### src/hw/rtl/fmtmr_pkg.sv
package fmtmr_pkg;

  localparam int unsigned DEF_CYCLES_PER_SAMPLE = 144;
  localparam int unsigned DEF_BUSY_CYCLES       = 192;

  // timer A period in samples: TA_SPAN - setting
  localparam int unsigned TA_SPAN  = 32'h400 + 1;
  // timer B period in samples: 1 + TB_STEP * (TB_SPAN - setting)
  localparam int unsigned TB_SPAN  = 32'h100;
  localparam int unsigned TB_STEP  = 16;

  localparam int unsigned IN_DATA_W  = 24;
  localparam int unsigned IN_USER_W  = 3;
  localparam int unsigned OUT_DATA_W = 24;

  typedef enum logic [1:0] {
    FUNC_LATCH   = 2'd0,
    FUNC_WRITE   = 2'd1,
    FUNC_ADVANCE = 2'd2
  } func_e;

  localparam logic [7:0] REG_TA_HI = 8'h24;
  localparam logic [7:0] REG_TA_LO = 8'h25;
  localparam logic [7:0] REG_TB    = 8'h26;
  localparam logic [7:0] REG_CTRL  = 8'h27;

  localparam logic [1:0] MODE_CSM = 2'b10;

  typedef struct packed {
    func_e       func;
    logic        port;
    logic [7:0]  byte_value;
    logic [15:0] cycles;
    logic [15:0] whole_frames;
  } item_t;

  typedef struct packed {
    logic [7:0] status;
    logic [8:0] frames_due;
    logic       csm_key_pulse;
    logic       fm3_special_mode;
  } result_t;

endpackage

### src/hw/rtl/fmtmr_in_stage.sv
module fmtmr_in_stage import fmtmr_pkg::*; #(
  parameter int unsigned CYCLES_PER_SAMPLE = DEF_CYCLES_PER_SAMPLE
) (
  input  logic                 clk_i,
  input  logic                 rst_ni,
  input  logic                 s_axis_tvalid_i,
  output logic                 s_axis_tready_o,
  input  logic [IN_DATA_W-1:0] s_axis_tdata_i,
  input  logic [IN_USER_W-1:0] s_axis_tuser_i,
  input  logic                 take_i,
  output logic                 item_valid_o,
  output item_t                item_o
);

  // exact reciprocal for a 16-bit dividend
  localparam int unsigned     SHIFT = 16 + $clog2(CYCLES_PER_SAMPLE);
  localparam int unsigned     PW    = SHIFT + 16;
  localparam longint unsigned RECIP =
    ((longint'(1) << SHIFT) + longint'(CYCLES_PER_SAMPLE) - 1) / longint'(CYCLES_PER_SAMPLE);

  logic          valid_q, valid_d;
  item_t         item_q;
  logic [15:0]   cycles;
  logic [PW-1:0] prod;
  logic          accept;

  assign cycles          = s_axis_tdata_i[23:8];
  assign prod            = PW'(cycles) * PW'(RECIP);
  assign s_axis_tready_o = !valid_q || take_i;
  assign accept          = s_axis_tvalid_i && s_axis_tready_o;

  always_comb begin
    valid_d = valid_q;
    if (accept) begin
      valid_d = 1'b1;
    end else if (take_i) begin
      valid_d = 1'b0;
    end
  end

  always_ff @(posedge clk_i or negedge rst_ni) begin
    if (!rst_ni) begin
      valid_q <= 1'b0;
    end else begin
      valid_q <= valid_d;
    end
  end

  always_ff @(posedge clk_i) begin
    if (accept) begin
      item_q.func         <= func_e'(s_axis_tuser_i[1:0]);
      item_q.port         <= s_axis_tuser_i[2];
      item_q.byte_value   <= s_axis_tdata_i[7:0];
      item_q.cycles       <= cycles;
      item_q.whole_frames <= prod[SHIFT +: 16];
    end
  end

  assign item_valid_o = valid_q;
  assign item_o       = item_q;

endmodule

### src/hw/rtl/fmtmr_core.sv
module fmtmr_core import fmtmr_pkg::*; #(
  parameter int unsigned CYCLES_PER_SAMPLE = DEF_CYCLES_PER_SAMPLE,
  parameter int unsigned BUSY_CYCLES       = DEF_BUSY_CYCLES
) (
  input  logic    clk_i,
  input  logic    rst_ni,
  input  logic    take_i,
  input  item_t   item_i,
  output result_t result_o
);

  localparam int unsigned TW = $clog2(CYCLES_PER_SAMPLE * (1 + TB_STEP * TB_SPAN) + 1);
  localparam int unsigned CW = (TW > 16) ? TW : 16;
  localparam int unsigned LW = (CYCLES_PER_SAMPLE > 1) ? $clog2(CYCLES_PER_SAMPLE) : 1;
  localparam int unsigned BW = $clog2(BUSY_CYCLES + 1);

  logic          lat_port_q, lat_port_d;
  logic [7:0]    lat_reg_q, lat_reg_d;
  logic [9:0]    ta_set_q, ta_set_d;
  logic [TW-1:0] ta_reload_q, ta_reload_d;
  logic [TW-1:0] tb_reload_q, tb_reload_d;
  logic [TW-1:0] ta_count_q, ta_count_d;
  logic [TW-1:0] tb_count_q, tb_count_d;
  logic [1:0]    flag_en_q, flag_en_d;
  logic [1:0]    last_load_q, last_load_d;
  logic [1:0]    flags_q, flags_d;
  logic [BW-1:0] busy_q, busy_d;
  logic [LW-1:0] left_q, left_d;
  logic          csm_q, csm_d;
  logic          per_op_q, per_op_d;

  logic [10:0]   ta_periods;
  logic [12:0]   tb_periods;
  logic [TW-1:0] ta_reload_calc, tb_reload_calc;
  logic [9:0]    ta_set_new;
  logic [15:0]   rem;
  logic [LW:0]   sum;
  logic          wrap;
  logic [TW:0]   ta_run, tb_run;
  logic [7:0]    d;
  logic          pulse;
  logic [8:0]    frames;

  // returns {expired, next count}
  function automatic logic [TW:0] run_timer(input logic [TW-1:0] count,
                                            input logic [TW-1:0] reload,
                                            input logic [15:0]   cyc);
    logic [TW:0] res;
    if (count == '0) begin
      res = {1'b0, count};
    end else if (CW'(count) <= CW'(cyc)) begin
      res = {1'b1, reload};
    end else begin
      res = {1'b0, TW'(CW'(count) - CW'(cyc))};
    end
    return res;
  endfunction

  assign d = item_i.byte_value;

  always_comb begin
    ta_set_new = ta_set_q;
    if (lat_reg_q == REG_TA_HI) begin
      ta_set_new = {d, ta_set_q[1:0]};
    end else if (lat_reg_q == REG_TA_LO) begin
      ta_set_new = {ta_set_q[9:2], d[1:0]};
    end
  end

  assign ta_periods     = 11'(TA_SPAN) - {1'b0, ta_set_new};
  assign tb_periods     = 13'd1 + 13'((9'(TB_SPAN) - {1'b0, d}) * 13'(TB_STEP));
  assign ta_reload_calc = TW'(ta_periods) * TW'(CYCLES_PER_SAMPLE);
  assign tb_reload_calc = TW'(tb_periods) * TW'(CYCLES_PER_SAMPLE);

  // frame pacing: remainder of this advance plus the carried remainder stays below 2 frames
  assign rem  = item_i.cycles - 16'(32'(item_i.whole_frames) * 32'(CYCLES_PER_SAMPLE));
  assign sum  = (LW + 1)'(left_q) + (LW + 1)'(rem);
  assign wrap = sum >= (LW + 1)'(CYCLES_PER_SAMPLE);

  assign ta_run = run_timer(ta_count_q, ta_reload_q, item_i.cycles);
  assign tb_run = run_timer(tb_count_q, tb_reload_q, item_i.cycles);

  always_comb begin
    lat_port_d  = lat_port_q;
    lat_reg_d   = lat_reg_q;
    ta_set_d    = ta_set_q;
    ta_reload_d = ta_reload_q;
    tb_reload_d = tb_reload_q;
    ta_count_d  = ta_count_q;
    tb_count_d  = tb_count_q;
    flag_en_d   = flag_en_q;
    last_load_d = last_load_q;
    flags_d     = flags_q;
    busy_d      = busy_q;
    left_d      = left_q;
    csm_d       = csm_q;
    per_op_d    = per_op_q;
    pulse       = 1'b0;
    frames      = '0;
    unique case (item_i.func)
      FUNC_LATCH: begin
        lat_port_d = item_i.port;
        lat_reg_d  = d;
      end
      FUNC_WRITE: begin
        busy_d = BW'(BUSY_CYCLES);
        if (!lat_port_q) begin
          if (lat_reg_q == REG_TA_HI || lat_reg_q == REG_TA_LO) begin
            ta_set_d    = ta_set_new;
            ta_reload_d = ta_reload_calc;
          end else if (lat_reg_q == REG_TB) begin
            tb_reload_d = tb_reload_calc;
          end else if (lat_reg_q == REG_CTRL) begin
            if (d[0] && !last_load_q[0]) begin
              ta_count_d = ta_reload_q;
            end
            if (d[1] && !last_load_q[1]) begin
              tb_count_d = tb_reload_q;
            end
            flag_en_d   = d[3:2];
            flags_d     = flags_q & ~d[5:4];
            last_load_d = d[1:0];
            per_op_d    = |d[7:6];
            csm_d       = d[7:6] == MODE_CSM;
          end
        end
      end
      FUNC_ADVANCE: begin
        left_d     = wrap ? LW'(sum - (LW + 1)'(CYCLES_PER_SAMPLE)) : LW'(sum);
        frames     = item_i.whole_frames[8:0] + 9'(wrap);
        ta_count_d = ta_run[TW-1:0];
        tb_count_d = tb_run[TW-1:0];
        flags_d    = flags_q | {tb_run[TW] & flag_en_q[1], ta_run[TW] & flag_en_q[0]};
        pulse      = ta_run[TW] & csm_q;
        busy_d     = (16'(busy_q) <= item_i.cycles) ? '0 : BW'(16'(busy_q) - item_i.cycles);
      end
      default: begin
      end
    endcase
  end

  always_ff @(posedge clk_i or negedge rst_ni) begin
    if (!rst_ni) begin
      lat_port_q  <= 1'b0;
      lat_reg_q   <= '0;
      ta_set_q    <= '0;
      ta_reload_q <= TW'(CYCLES_PER_SAMPLE);
      tb_reload_q <= TW'(CYCLES_PER_SAMPLE);
      ta_count_q  <= TW'(CYCLES_PER_SAMPLE);
      tb_count_q  <= TW'(CYCLES_PER_SAMPLE);
      flag_en_q   <= '0;
      last_load_q <= '0;
      flags_q     <= '0;
      busy_q      <= '0;
      left_q      <= '0;
      csm_q       <= 1'b0;
      per_op_q    <= 1'b0;
    end else if (take_i) begin
      lat_port_q  <= lat_port_d;
      lat_reg_q   <= lat_reg_d;
      ta_set_q    <= ta_set_d;
      ta_reload_q <= ta_reload_d;
      tb_reload_q <= tb_reload_d;
      ta_count_q  <= ta_count_d;
      tb_count_q  <= tb_count_d;
      flag_en_q   <= flag_en_d;
      last_load_q <= last_load_d;
      flags_q     <= flags_d;
      busy_q      <= busy_d;
      left_q      <= left_d;
      csm_q       <= csm_d;
      per_op_q    <= per_op_d;
    end
  end

  assign result_o.status           = {busy_d != '0, 5'b0, flags_d};
  assign result_o.frames_due       = frames;
  assign result_o.csm_key_pulse    = pulse;
  assign result_o.fm3_special_mode = per_op_d;

endmodule

### src/hw/rtl/fmtmr_out_stage.sv
module fmtmr_out_stage import fmtmr_pkg::*; (
  input  logic                  clk_i,
  input  logic                  rst_ni,
  input  logic                  load_i,
  input  result_t               result_i,
  output logic                  room_o,
  output logic                  m_axis_tvalid_o,
  input  logic                  m_axis_tready_i,
  output logic [OUT_DATA_W-1:0] m_axis_tdata_o
);

  logic    valid_q, valid_d;
  result_t result_q;

  assign room_o = !valid_q || m_axis_tready_i;

  always_comb begin
    valid_d = valid_q;
    if (load_i) begin
      valid_d = 1'b1;
    end else if (m_axis_tready_i) begin
      valid_d = 1'b0;
    end
  end

  always_ff @(posedge clk_i or negedge rst_ni) begin
    if (!rst_ni) begin
      valid_q <= 1'b0;
    end else begin
      valid_q <= valid_d;
    end
  end

  always_ff @(posedge clk_i) begin
    if (load_i) begin
      result_q <= result_i;
    end
  end

  assign m_axis_tvalid_o = valid_q;
  assign m_axis_tdata_o  = {5'b0, result_q.fm3_special_mode, result_q.csm_key_pulse,
                            result_q.frames_due, result_q.status};

endmodule

### src/hw/rtl/fm_chip_timer_status_block.sv
// Path: an accepted request waits in the input register, then passes through the core
// into the result register once that register has room, and shows on the result port.
// Throughput: one request per cycle while the result port is not stalled; the core's
// decrement, compare and frame-remainder logic sits between those two registers.
// Reset (async, active low) clears all flags, busy and latched address, and sets
// both timer counts and reloads to one sample period.
module fm_chip_timer_status_block import fmtmr_pkg::*; #(
  parameter int unsigned CYCLES_PER_SAMPLE = DEF_CYCLES_PER_SAMPLE,
  parameter int unsigned BUSY_CYCLES       = DEF_BUSY_CYCLES
) (
  input  logic                  clk_i,
  input  logic                  rst_ni,
  input  logic                  s_axis_tvalid_i,
  output logic                  s_axis_tready_o,
  input  logic [IN_DATA_W-1:0]  s_axis_tdata_i,   // byte_value[7:0], cycles[23:8]
  input  logic [IN_USER_W-1:0]  s_axis_tuser_i,   // func[1:0], port[2]
  output logic                  m_axis_tvalid_o,
  input  logic                  m_axis_tready_i,
  output logic [OUT_DATA_W-1:0] m_axis_tdata_o    // status[7:0], frames_due[16:8],
                                                  // csm_key_pulse[17], fm3_special_mode[18]
);

  logic    item_valid;
  item_t   item;
  logic    room;
  logic    take;
  result_t result;

  assign take = item_valid && room;

  fmtmr_in_stage #(
    .CYCLES_PER_SAMPLE(CYCLES_PER_SAMPLE)
  ) u_in_stage (
    .clk_i          (clk_i),
    .rst_ni         (rst_ni),
    .s_axis_tvalid_i(s_axis_tvalid_i),
    .s_axis_tready_o(s_axis_tready_o),
    .s_axis_tdata_i (s_axis_tdata_i),
    .s_axis_tuser_i (s_axis_tuser_i),
    .take_i         (take),
    .item_valid_o   (item_valid),
    .item_o         (item)
  );

  fmtmr_core #(
    .CYCLES_PER_SAMPLE(CYCLES_PER_SAMPLE),
    .BUSY_CYCLES      (BUSY_CYCLES)
  ) u_core (
    .clk_i   (clk_i),
    .rst_ni  (rst_ni),
    .take_i  (take),
    .item_i  (item),
    .result_o(result)
  );

  fmtmr_out_stage u_out_stage (
    .clk_i          (clk_i),
    .rst_ni         (rst_ni),
    .load_i         (take),
    .result_i       (result),
    .room_o         (room),
    .m_axis_tvalid_o(m_axis_tvalid_o),
    .m_axis_tready_i(m_axis_tready_i),
    .m_axis_tdata_o (m_axis_tdata_o)
  );

endmodule

### config.mk
export PLATFORM = sky130hd
export DESIGN_NAME = fm_chip_timer_status_block
export DESIGN_NICKNAME = d
export VERILOG_FILES = /design/src/hw/rtl/fmtmr_pkg.sv /design/src/hw/rtl/fmtmr_in_stage.sv /design/src/hw/rtl/fmtmr_core.sv /design/src/hw/rtl/fmtmr_out_stage.sv /design/src/hw/rtl/fm_chip_timer_status_block.sv
export SDC_FILE = /design/constraint.sdc
export NUM_CORES = 1
export LEC_CHECK = 0
export ABC_AREA = 1
export BUFFER_PORTS_ARGS = -buffer_cell sky130_fd_sc_hd__buf_4
export CORE_MARGIN = 8
export CORE_UTILIZATION = 40
export CTS_BUF_LIST = sky130_fd_sc_hd__clkbuf_4 sky130_fd_sc_hd__clkbuf_8
export CTS_CLUSTER_DIAMETER = 80
export DETAILED_ROUTE_END_ITERATION = 7
export PLACE_DENSITY = 0.53
export SYNTH_ARGS = -nofsm -noshare
export SYNTH_HDL_FRONTEND = slang
export SYNTH_SLANG_ARGS = --single-unit
### constraint.sdc
create_clock -name clk_i -period 4.08 [get_ports clk_i]
set_input_delay 1.224 -clock clk_i [delete_from_list [all_inputs] [get_ports clk_i]]
set_output_delay 1.224 -clock clk_i [all_outputs]
set_load 0.1 [all_outputs]
==> results of run 1 <==
==> power by group <==
part	switching, mW	internal, mW	total (mW)
Combinational	7.19	5.30	12.5
Sequential	0.364	2.12	2.48
Clock	0.675	0.595	1.27
Total	8.23	8.02	16.2
==> critical path, cell delays in order <==
cell	delay, ns
buf_8	0.08
clkinvlp_4	0.09
fa_2	0.39
inv_2	0.08
fa_2	0.47
fa_2	0.60
fa_1	0.45
inv_2	0.08
fa_2	0.45
fa_1	0.53
inv_2	0.05
ha_4	0.30
nand2_4	0.08
nor2_4	0.08
inv_2	0.06
nor4_2	0.21
o21ai_1	0.13
nand3_1	0.11
nand2_1	0.06
==> synth_stat cells (7+ instances only) <==
library cell,number
buf_2,7
o21bai_1,9
nand2_1,455
fa_1,87
nor4_1,7
nor2_1,194
o21ai_0,109
inv_1,427
xor2_1,31
nand3_1,147
nand4_1,24
ha_1,221
a21oi_1,130
nor3_1,15
a21o_1,9
nand3b_1,7
xnor2_1,23
clkbuf_1,9
edfxtp_1,50
dfrtp_1,105
buf_4,15
==> per-stage QoR <==
step                cell area, um^2  std cells  setup WS [ns]  hold slack, ns  utilization, %
floorplan                     16700       2168          -1.35           0.448               -
global placement              18600       2856          -1.79           0.467            45.6
detailed placement            18600       2856          -1.79           0.470            45.6
CTS                           19200       2898          -1.14           0.491            47.2
global route                  19600       2906          -1.36           0.513            48.0
finish                        19600       2906          -1.21           0.487            48.0
==> final timing paths <==
path                       cells past startpoint                              to             startpoint  slack, ns
setup reg to reg                              21  u_out_stage.m_axis_tdata_o[14]   u_in_stage.item_o[0]       0.28
hold reg to reg                                2               u_core.lat_port_q  u_in_stage.item_o[40]       0.49
hold / removal                                 2               u_core.lat_port_q  u_in_stage.item_o[40]       0.49
setup / recovery                              19            u_in_stage.item_o[6]     s_axis_tdata_i[22]      -1.21
max in group asynchronous                      2          u_core.tb_reload_q[11]                 rst_ni       2.41
min in group asynchronous                      1            u_core.tb_count_q[3]                 rst_ni       0.78
==> cell families after synthesis <==
| kind of cell | after synthesis | synth area share [%] |
|---|---|---|
| AND/OR/NAND/NOR | 877 | 22.7 |
| other | 1 | 0.0228 |
| AO/OA/AOI/OAI | 291 | 9.73 |
| flip-flops | 161 | 26.0 |
| buffers and inverters | 467 | 11.3 |
| XOR/XNOR | 54 | 2.87 |
| adder cells (fa/ha/maj) | 308 | 27.4 |
==> routing by layer <==
layer  routed length [um]  track usage (%)
met4                 1080             5.72
met2                24200             37.1
met3                 1310             3.02
met1                21600             26.2
met5                    0                0
==> sequential cells by signal, indices dropped and copies added, names as in the netlist <==
signal	cells
u_core.flags_q	2
u_out_stage.m_axis_tvalid_o	1
u_core.ta_set_q	10
u_core.ta_count_q	20
u_out_stage.m_axis_tdata_o	14
u_core.flag_en_q	2
u_core.tb_count_q	20
u_core.ta_reload_q	14
u_core.last_load_q	2
u_in_stage.item_o	36
u_core.csm_q	1
u_core.lat_reg_q	8
u_core.left_q	8
u_core.per_op_q	1
u_core.busy_q	8
u_in_stage.item_valid_o	1
u_core.tb_reload_q	12
u_core.lat_port_q	1
==> what timing repair did <==
item,4_1_cts,5_1_grt
buffers inserted,10,8
endpoints found under the hold margin,0,0
pin swaps,44,35
gates resized for setup,45,64
setup endpoints to repair,9,15
hold buffers,0,0
==> area by class of cell <==
class                   instances  area, um^2
fillers                      4092       21200
clock buffers                  21         277
well taps                     532         666
flip-flops and latches        161        4290
repair buffers                210        1620
multi-input cells            1540       11000
clock inverters                11         128
inverters                     431        1620
==> metrics.cfg, run 1 <==
[clock_network]
htree_levels=4
clk_path_buf_depth=2
cts_inserted_buffers=17
clkSinkCount=161
insertion_delay_ns=0.51
path_clk_slew_ns=0.11
cts-root-buf=clkbuf_8
cts_tree=done

[timing]
totalNegativeSetupSlack_ns=-10.33
finalSetupViolCount=9
max_slew.worst_pin.slew_ns=0.961
finalMaxSlewViolations=0
period_share_pct=130
rsz0062_at_grt=yes
fin_crit_ns=5.29
hold_viol=0
max_slew_margin_pct=35.8
skew_ns=0.0251
max_freq_ghz=0.189
fin_ws_ns=-1.21

[global_routing]
grt_start_max_net_pins=55
antenna_found_initial=0
grt_pass1_vias=15100
gr-usage-all-layers_pct=20.9
overflow=0
grt_pass1_wl_mm=79.1

[place]
port_buffers=46
dp_hpwl_mm=40.1
gp_congestion=0.895

[floorplan]
num_rows=74
coreArea_um2=40700
io_pins=57
dieArea_um2=47900
start_util_pct=40.4
fp.dieW_um=219
die_y_um=219

[logic_synthesis]
synth_cells=2159
yosysWarnings=0
syn_area_um2=16500
ys_seq_area_share_pct=26.0
ys_seq_elements=161
synth_edf_count=50
avgSynthCellArea_um2=7.63
ys.flop_type=dfrtp_1
ys_async_sr_fraction_pct=68.9
yosys.area.top_type=ha_1
synth.area.top_cells=ha_1, dfrtp_1, fa_1
synth_top_area_share_pct=16.8
yosysUniqueCellTypes=51

[drt]
drtAntennaViolNets=0
via_count=14500
drc=0
drt-vias-per-instance=5.00
post_drt_wl_per_cell_um=16.6
drt_iter0_drc=676
dr.pass1.iters=7
wl_mm=48.2

[power]
power_leakage_nw=10.2
fin_total_pwr_mw=16.2
p_per_area_nw_per_um2=830
ir_drop_uv=1030

[setup_path]
arrival_ns=5.55
worstSetupStartpointType=primary input
crit_fanout=4
end_kind=register
worstSetupPathType=in -> reg
crit_required_ns=4.33

[cells_and_area]
final_common_cell=nand2_1
drive_gt1_share_pct=16.7
final_cell_mix=nand2_1, inv_1, buf_4, ha_1, nor2_1
syn_to_final_growth_pct=18.8
num-nets-final=2700
diodes=0

[run_status]
status=finished with violations
violations=negative setup slack

[flow_run]
timing.max_cap.violations=0

[hold_path]
hp-class=reg -> reg

Note: power is estimated with default switching activity, not from simulation.
==> inputs of run 2 (changes only) <==
--- a/config.mk
+++ b/config.mk
@@ -12,7 +12,9 @@
 export CTS_BUF_LIST = sky130_fd_sc_hd__clkbuf_4 sky130_fd_sc_hd__clkbuf_8
 export CTS_CLUSTER_DIAMETER = 80
 export DETAILED_ROUTE_END_ITERATION = 7
+export GPL_TIMING_DRIVEN = 0
 export PLACE_DENSITY = 0.53
 export SYNTH_ARGS = -nofsm -noshare
 export SYNTH_HDL_FRONTEND = slang
+export SYNTH_HIERARCHICAL = 1
 export SYNTH_SLANG_ARGS = --single-unit
==> run 2 against run 1 <==
  * The run still ends with negative setup slack left
  * Clock power rose by 5%
  * Setup slack better by 0.11 ns
  * Design area up 1.1%
  * Via count about the same
  * Combinational power shrank 4%
  * Utilization down 1.8 points
  * Total power shrank 3.2%
  * Sequential power shrank 2%
  * Clock skew is 0.00081 ns higher
  * Global-route usage decreased by 1.2 points
  * Sequential share of layout area increased by 0.52 points
  * Critical path type unchanged
  * Critical endpoint is now u_in_stage/item_o[6]
  * Largest power group unchanged
  * Highest routed layer unchanged
==> metrics.cfg, run 2 <==
[setup_path]
cp-endpoint=u_in_stage/item_o[6]
worstSetupStartpointType=primary input
worst_path_max_delay_cell=fa_1
worstSetupPathDepth=23
crit_chain=buf_12 > inv_12 > fa_1 > inv_2 > ha_4 > inv_2 > fa_1 > inv_1 > fa_1 > fa_1 > inv_2 > fa_1 > inv_2 > ha_4 > nand2_2 > nand2_2 > o21bai_4 > nand2_1 > nand2_2 > a21oi_2 > nand2_1 > nand2_1 > nand2_1
crit_fanout=3
r2r_slack_ns=0.22
end_kind=register
reg2reg_from=u_in_stage/item_o[21]
crit_buf_inv=7
crit_path_max_incr_delay_ns=0.57
path_delay_family=adder cells
crit_required_ns=4.38
worstSetupPathType=in -> reg
reg2reg_to=u_out_stage/m_axis_tdata_o[16]
critPathMostFrequentCell=fa_1
cp-startpoint=s_axis_tdata_i[22]
arrival_ns=5.48
reg2reg_depth=23

[clock_network]
ctsHoldBuffers=0
path_clk_slew_ns=0.10
cts_tree=done
cts-root-buf=clkbuf_8
cts_inserted_buffers=17
clkSinkCount=166
clk_path_buf_depth=2
insertion_delay_ns=0.56
htree_levels=4

[global_routing]
grt_pass1_wl_mm=77.5
overflow=0
grt_pass1_vias=14200
gr-usage-all-layers_pct=19.7
grt_start_max_net_pins=66
antenna_found_initial=0

[flow_run]
timing.max_cap.violations=0

[floorplan]
coreArea_um2=42800
dieArea_um2=50000
die_y_um=224
fp.dieW_um=224
start_util_pct=40.3
num_rows=76
io_pins=57

[place]
gp_congestion=0.910
dp_hpwl_mm=39.2
dp.cells=2893
port_buffers=51

[logic_synthesis]
avgSynthCellArea_um2=7.54
yosysWarnings=6
syn_area_um2=17200
synth_cells=2286

[cells_and_area]
drive_gt1_share_pct=14.1
final_common_cell=nand2_1
multi_input_area_um2=11400
fillerInstances=4359
syn_to_final_growth_pct=14.7
num-nets-final=2731
largest_reg_flops=36
seq_area_um2=4440
post_layout_nonfiller_instances=2951
final_cell_mix=nand2_1, inv_1, ha_1, nand3_1, nor2_1
diodes=0

[timing]
skew_ns=0.0259
finalSetupViolCount=9
hold_viol=0
period_share_pct=127
rsz0062_at_grt=yes
finalMaxSlewViolations=0
max_slew_margin_pct=42.8
max_slew.worst_pin.slew_ns=0.853
max_freq_ghz=0.193
fin_crit_ns=5.18
holdWs_ns=0.491
fin_ws_ns=-1.10

[drt]
drt-vias-per-instance=4.92
drtAntennaViolNets=0
drc=0
via_count=14500
post_drt_wl_per_cell_um=16.4
dr.pass1.iters=7
wl_mm=48.3
drt_iter0_drc=1004

[run_status]
status=finished with violations
violations=negative setup slack

[power]
swShare_pct=53.2
ir_drop_uv=689
pwr-share-seq_pct=15.4
internal_power_mw=7.35
power_frac_clock_pct=8.5
power_leakage_nw=10.3
p_per_area_nw_per_um2=795
fin_total_pwr_mw=15.7
pwr-share-comb_pct=76.1
p_sw_mw=8.37

[hold_path]
hp-class=reg -> reg

==> run 2: worst min path at each step <==
stage,start,end,slack (ns),depth (start not counted)
after floorplan,u_core/flags_q[0],u_core/flags_q[0],0.44,2
after global placement,u_core/last_load_q[0],u_core/last_load_q[0],0.47,2
after detailed placement,u_core/left_q[4],u_core/left_q[4],0.47,2
after CTS,u_core/left_q[4],u_core/left_q[4],0.49,2
after global routing,u_core/left_q[4],u_core/left_q[4],0.52,2
final,u_core/left_q[4],u_core/left_q[4],0.49,2
==> run 2: stage by stage <==
step	utilization (%)	area, um^2	worst slack (ns)	TNS, ns
after floorplan	-	17500	-1.20	-10.54
final	46.2	19800	-1.10	-9.53
after detailed placement	43.5	18600	-1.80	-27.80
after global placement	43.4	18600	-1.79	-58.29
after global routing	46.2	19800	-1.28	-10.92
after CTS	45.5	19500	-1.02	-8.66
==> run 2: area by class of cell <==
class	count	area share, %
multi-input cells	1606	57.6
clock inverters	14	0.923
clock buffers	18	1.25
inverters	482	9.31
plain buffers	40	1.42
flip-flops and latches	166	22.4
well taps	546	3.45
repair buffers	78	3.59
repair inverters	1	0.0253
==> run 2: repair_timing <==
item | CTS | global route
buffers inserted | 15 | 10
pin swaps | 32 | 37
cloned | 1 | 0
gates resized for setup | 76 | 67
endpoints found under the setup margin | 12 | 17
==> run 2: tightest hold or removal path: stages, from the launching register on <==
cell and delay (ns):
dfrtp_1 0.35, nand2_1 0.05, nand2_1 0.06
==> run 2: layer usage <==
metal  vias up  track usage, %  routed length [um]
met5         -               0                   0
met4         0            5.14                 833
met3        43            2.97                1840
met2       255            30.7               21300
met1      6776            28.4               24300
li1       7440               -                   -
==> run 2: power by group through the flow <==
| stage | sequential [mW] | clock (mW) | combinational, mW |
|---|---|---|---|
| after floorplan | 2.64 | 0 | 7.59 |
| after global placement | 2.45 | 0 | 10.1 |
| after detailed placement | 2.46 | 0 | 10.1 |
| after CTS | 2.42 | 1.40 | 10.9 |
| after global routing | 2.47 | 1.46 | 13.4 |
| final | 2.42 | 1.33 | 12.0 |
==> inputs of run 3 (changes only) <==
--- a/config.mk
+++ b/config.mk
@@ -14,6 +14,7 @@
 export DETAILED_ROUTE_END_ITERATION = 7
 export GPL_TIMING_DRIVEN = 0
 export PLACE_DENSITY = 0.53
+export REMOVE_ABC_BUFFERS = 1
 export SYNTH_ARGS = -nofsm -noshare
 export SYNTH_HDL_FRONTEND = slang
 export SYNTH_HIERARCHICAL = 1
==> run 3 against run 2 <==
  * The flow still finishes with violations (negative setup slack)
  * Routed wire length fell by 0.60%
  * Design area about the same
  * Sequential power hardly changed
  * Non-clock buffer count is 27 lower
  * Utilization about the same
  * Worst hold slack got worse by 0.0077 ns
  * Largest power group unchanged
==> metrics.cfg, run 3 (synthesis results as in run 2) <==
[run_status]
status=finished with violations
violations=negative setup slack

[clock_network]
cts-root-buf=clkbuf_8
insertion_delay_ns=0.52
path_clk_slew_ns=0.10
cts_inserted_buffers=17
clkSinkCount=166
cts_tree=done
clk_path_buf_depth=2
htree_levels=4

[timing]
fin_crit_ns=5.29
max_slew_margin_pct=15.2
period_share_pct=130
fin_ws_ns=-1.21
finalSetupViolCount=9
max_freq_ghz=0.189
finalMaxSlewViolations=0
max_slew.worst_pin.slew_ns=1.27
skew_ns=0.0289
hold_viol=0
holdWs_ns=0.484
rsz0062_at_grt=yes

[setup_path]
crit_fanout=4
arrival_ns=5.56
r2r_slack_ns=0.17
worstSetupStartpointType=primary input
crit_required_ns=4.35
reg2reg_from=u_in_stage/item_o[20]
end_kind=register
cp-startpoint=s_axis_tdata_i[23]
worstSetupPathType=in -> reg

[cells_and_area]
fin_util_pct=46.2
final_cell_mix=nand2_1, inv_1, ha_1, nand3_1, nor2_1
fillerInstances=4295
seq_area_um2=4440
final_common_cell=nand2_1
num-nets-final=2703
multi_input_area_um2=11600
drive_gt1_share_pct=15.2
syn_to_final_growth_pct=14.8
largest_reg_flops=36
post_layout_nonfiller_instances=2924

[global_routing]
grt_pass1_wl_mm=76.2
grt_start_max_net_pins=81
gr-usage-all-layers_pct=19.2
antenna_found_initial=2
overflow=0
grt_pass1_vias=14200

[place]
dp_hpwl_mm=38.1
dp.cells=2853
gp_congestion=0.927
port_buffers=51

[floorplan]
fp.dieW_um=224
io_pins=57
dieArea_um2=50000
die_y_um=224
num_rows=76
start_util_pct=40.3
coreArea_um2=42800

[drt]
post_drt_wl_per_cell_um=16.4
dr.pass1.iters=5
wl_mm=48.0
drt_iter0_drc=1054
drt-vias-per-instance=4.99
drtAntennaViolNets=0
drc=0
via_count=14600

[hold_path]
hp-class=reg -> reg
min_from=u_core/left_q[4]

[power]
pwr-share-comb_pct=78.0
swShare_pct=53.5
ir_drop_uv=850
internal_power_mw=7.76
pwr-share-seq_pct=14.6
p_sw_mw=8.93
p_per_area_nw_per_um2=843
power_leakage_nw=10.2
power_frac_clock_pct=7.4

[flow_run]
timing.max_cap.violations=0

==> run 3: cell type report <==
type,instances,area share (%)
multi-input cells,1606,58.7
clock buffers,18,1.25
repair buffers,91,4.03
inverters,482,9.33
clock inverters,14,0.784
flip-flops and latches,166,22.4
well taps,546,3.45
diodes,1,0.0126
==> run 3: repair_timing <==
item	in CTS	in global routing
hold buffers	0	0
pin swaps	95	63
resized for setup	175	68
setup buffers	26	12
setup endpoints to repair	13	17
cloned	0	0
==> run 3: critical path, stage by stage <==
cell and delay, ns:
buf_12 0.10, inv_6 0.03, fa_2 0.56, inv_2 0.05
ha_4 0.28, inv_2 0.04, fa_1 0.53, inv_1 0.07
fa_1 0.48, fa_1 0.52, inv_2 0.04, fa_1 0.51
inv_2 0.05, ha_4 0.30, nand2_4 0.07, buf_6 0.12
nor4_4 0.29, nand2_2 0.14, nand3_2 0.10, nand2_1 0.05
==> run 3: routing by layer <==
metal  vias up  wire [um]  global-route usage, %
met5         -          0                      0
met4         0        856                   5.20
met3        36       1800                   2.30
met2       267      21400                   29.8
met1      6890      24000                   27.8
li1       7386          -                      -
==> run 3: power by group through the flow <==
stage	Combinational [mW]	Clock, mW	Sequential, mW
floorplan	6.86	0	2.64
global placement	9.36	0	2.45
detailed placement	9.47	0	2.46
CTS	12.2	1.29	2.43
global route	14.5	1.34	2.48
finish	13.0	1.23	2.44
==> run 3: worst paths after layout <==
path                                             endpoint  cells after the start
max in group asynchronous           u_core/ta_reload_q[4]                      2
min                                      u_core/left_q[4]                      2
min reg2reg                              u_core/left_q[4]                      2
min in group asynchronous             u_core/lat_reg_q[4]                      1
max                                  u_in_stage/item_o[7]                     20
max reg2reg                u_out_stage/m_axis_tdata_o[16]                     26
==> run 3: metrics by stage <==
step / setup TNS [ns] / instance area (um^2) / total power, mW / worst slack (ns)
2_1_floorplan: -24.51 / 17000 / 9.50 / -1.56
3_3_place_gp: -129.66 / 18100 / 11.8 / -2.19
3_5_place_dp: -22.73 / 18100 / 11.9 / -2.22
4_1_cts: -9.78 / 19500 / 15.9 / -1.13
5_1_grt: -11.39 / 19800 / 18.3 / -1.30
6_report: -10.55 / 19800 / 16.7 / -1.21
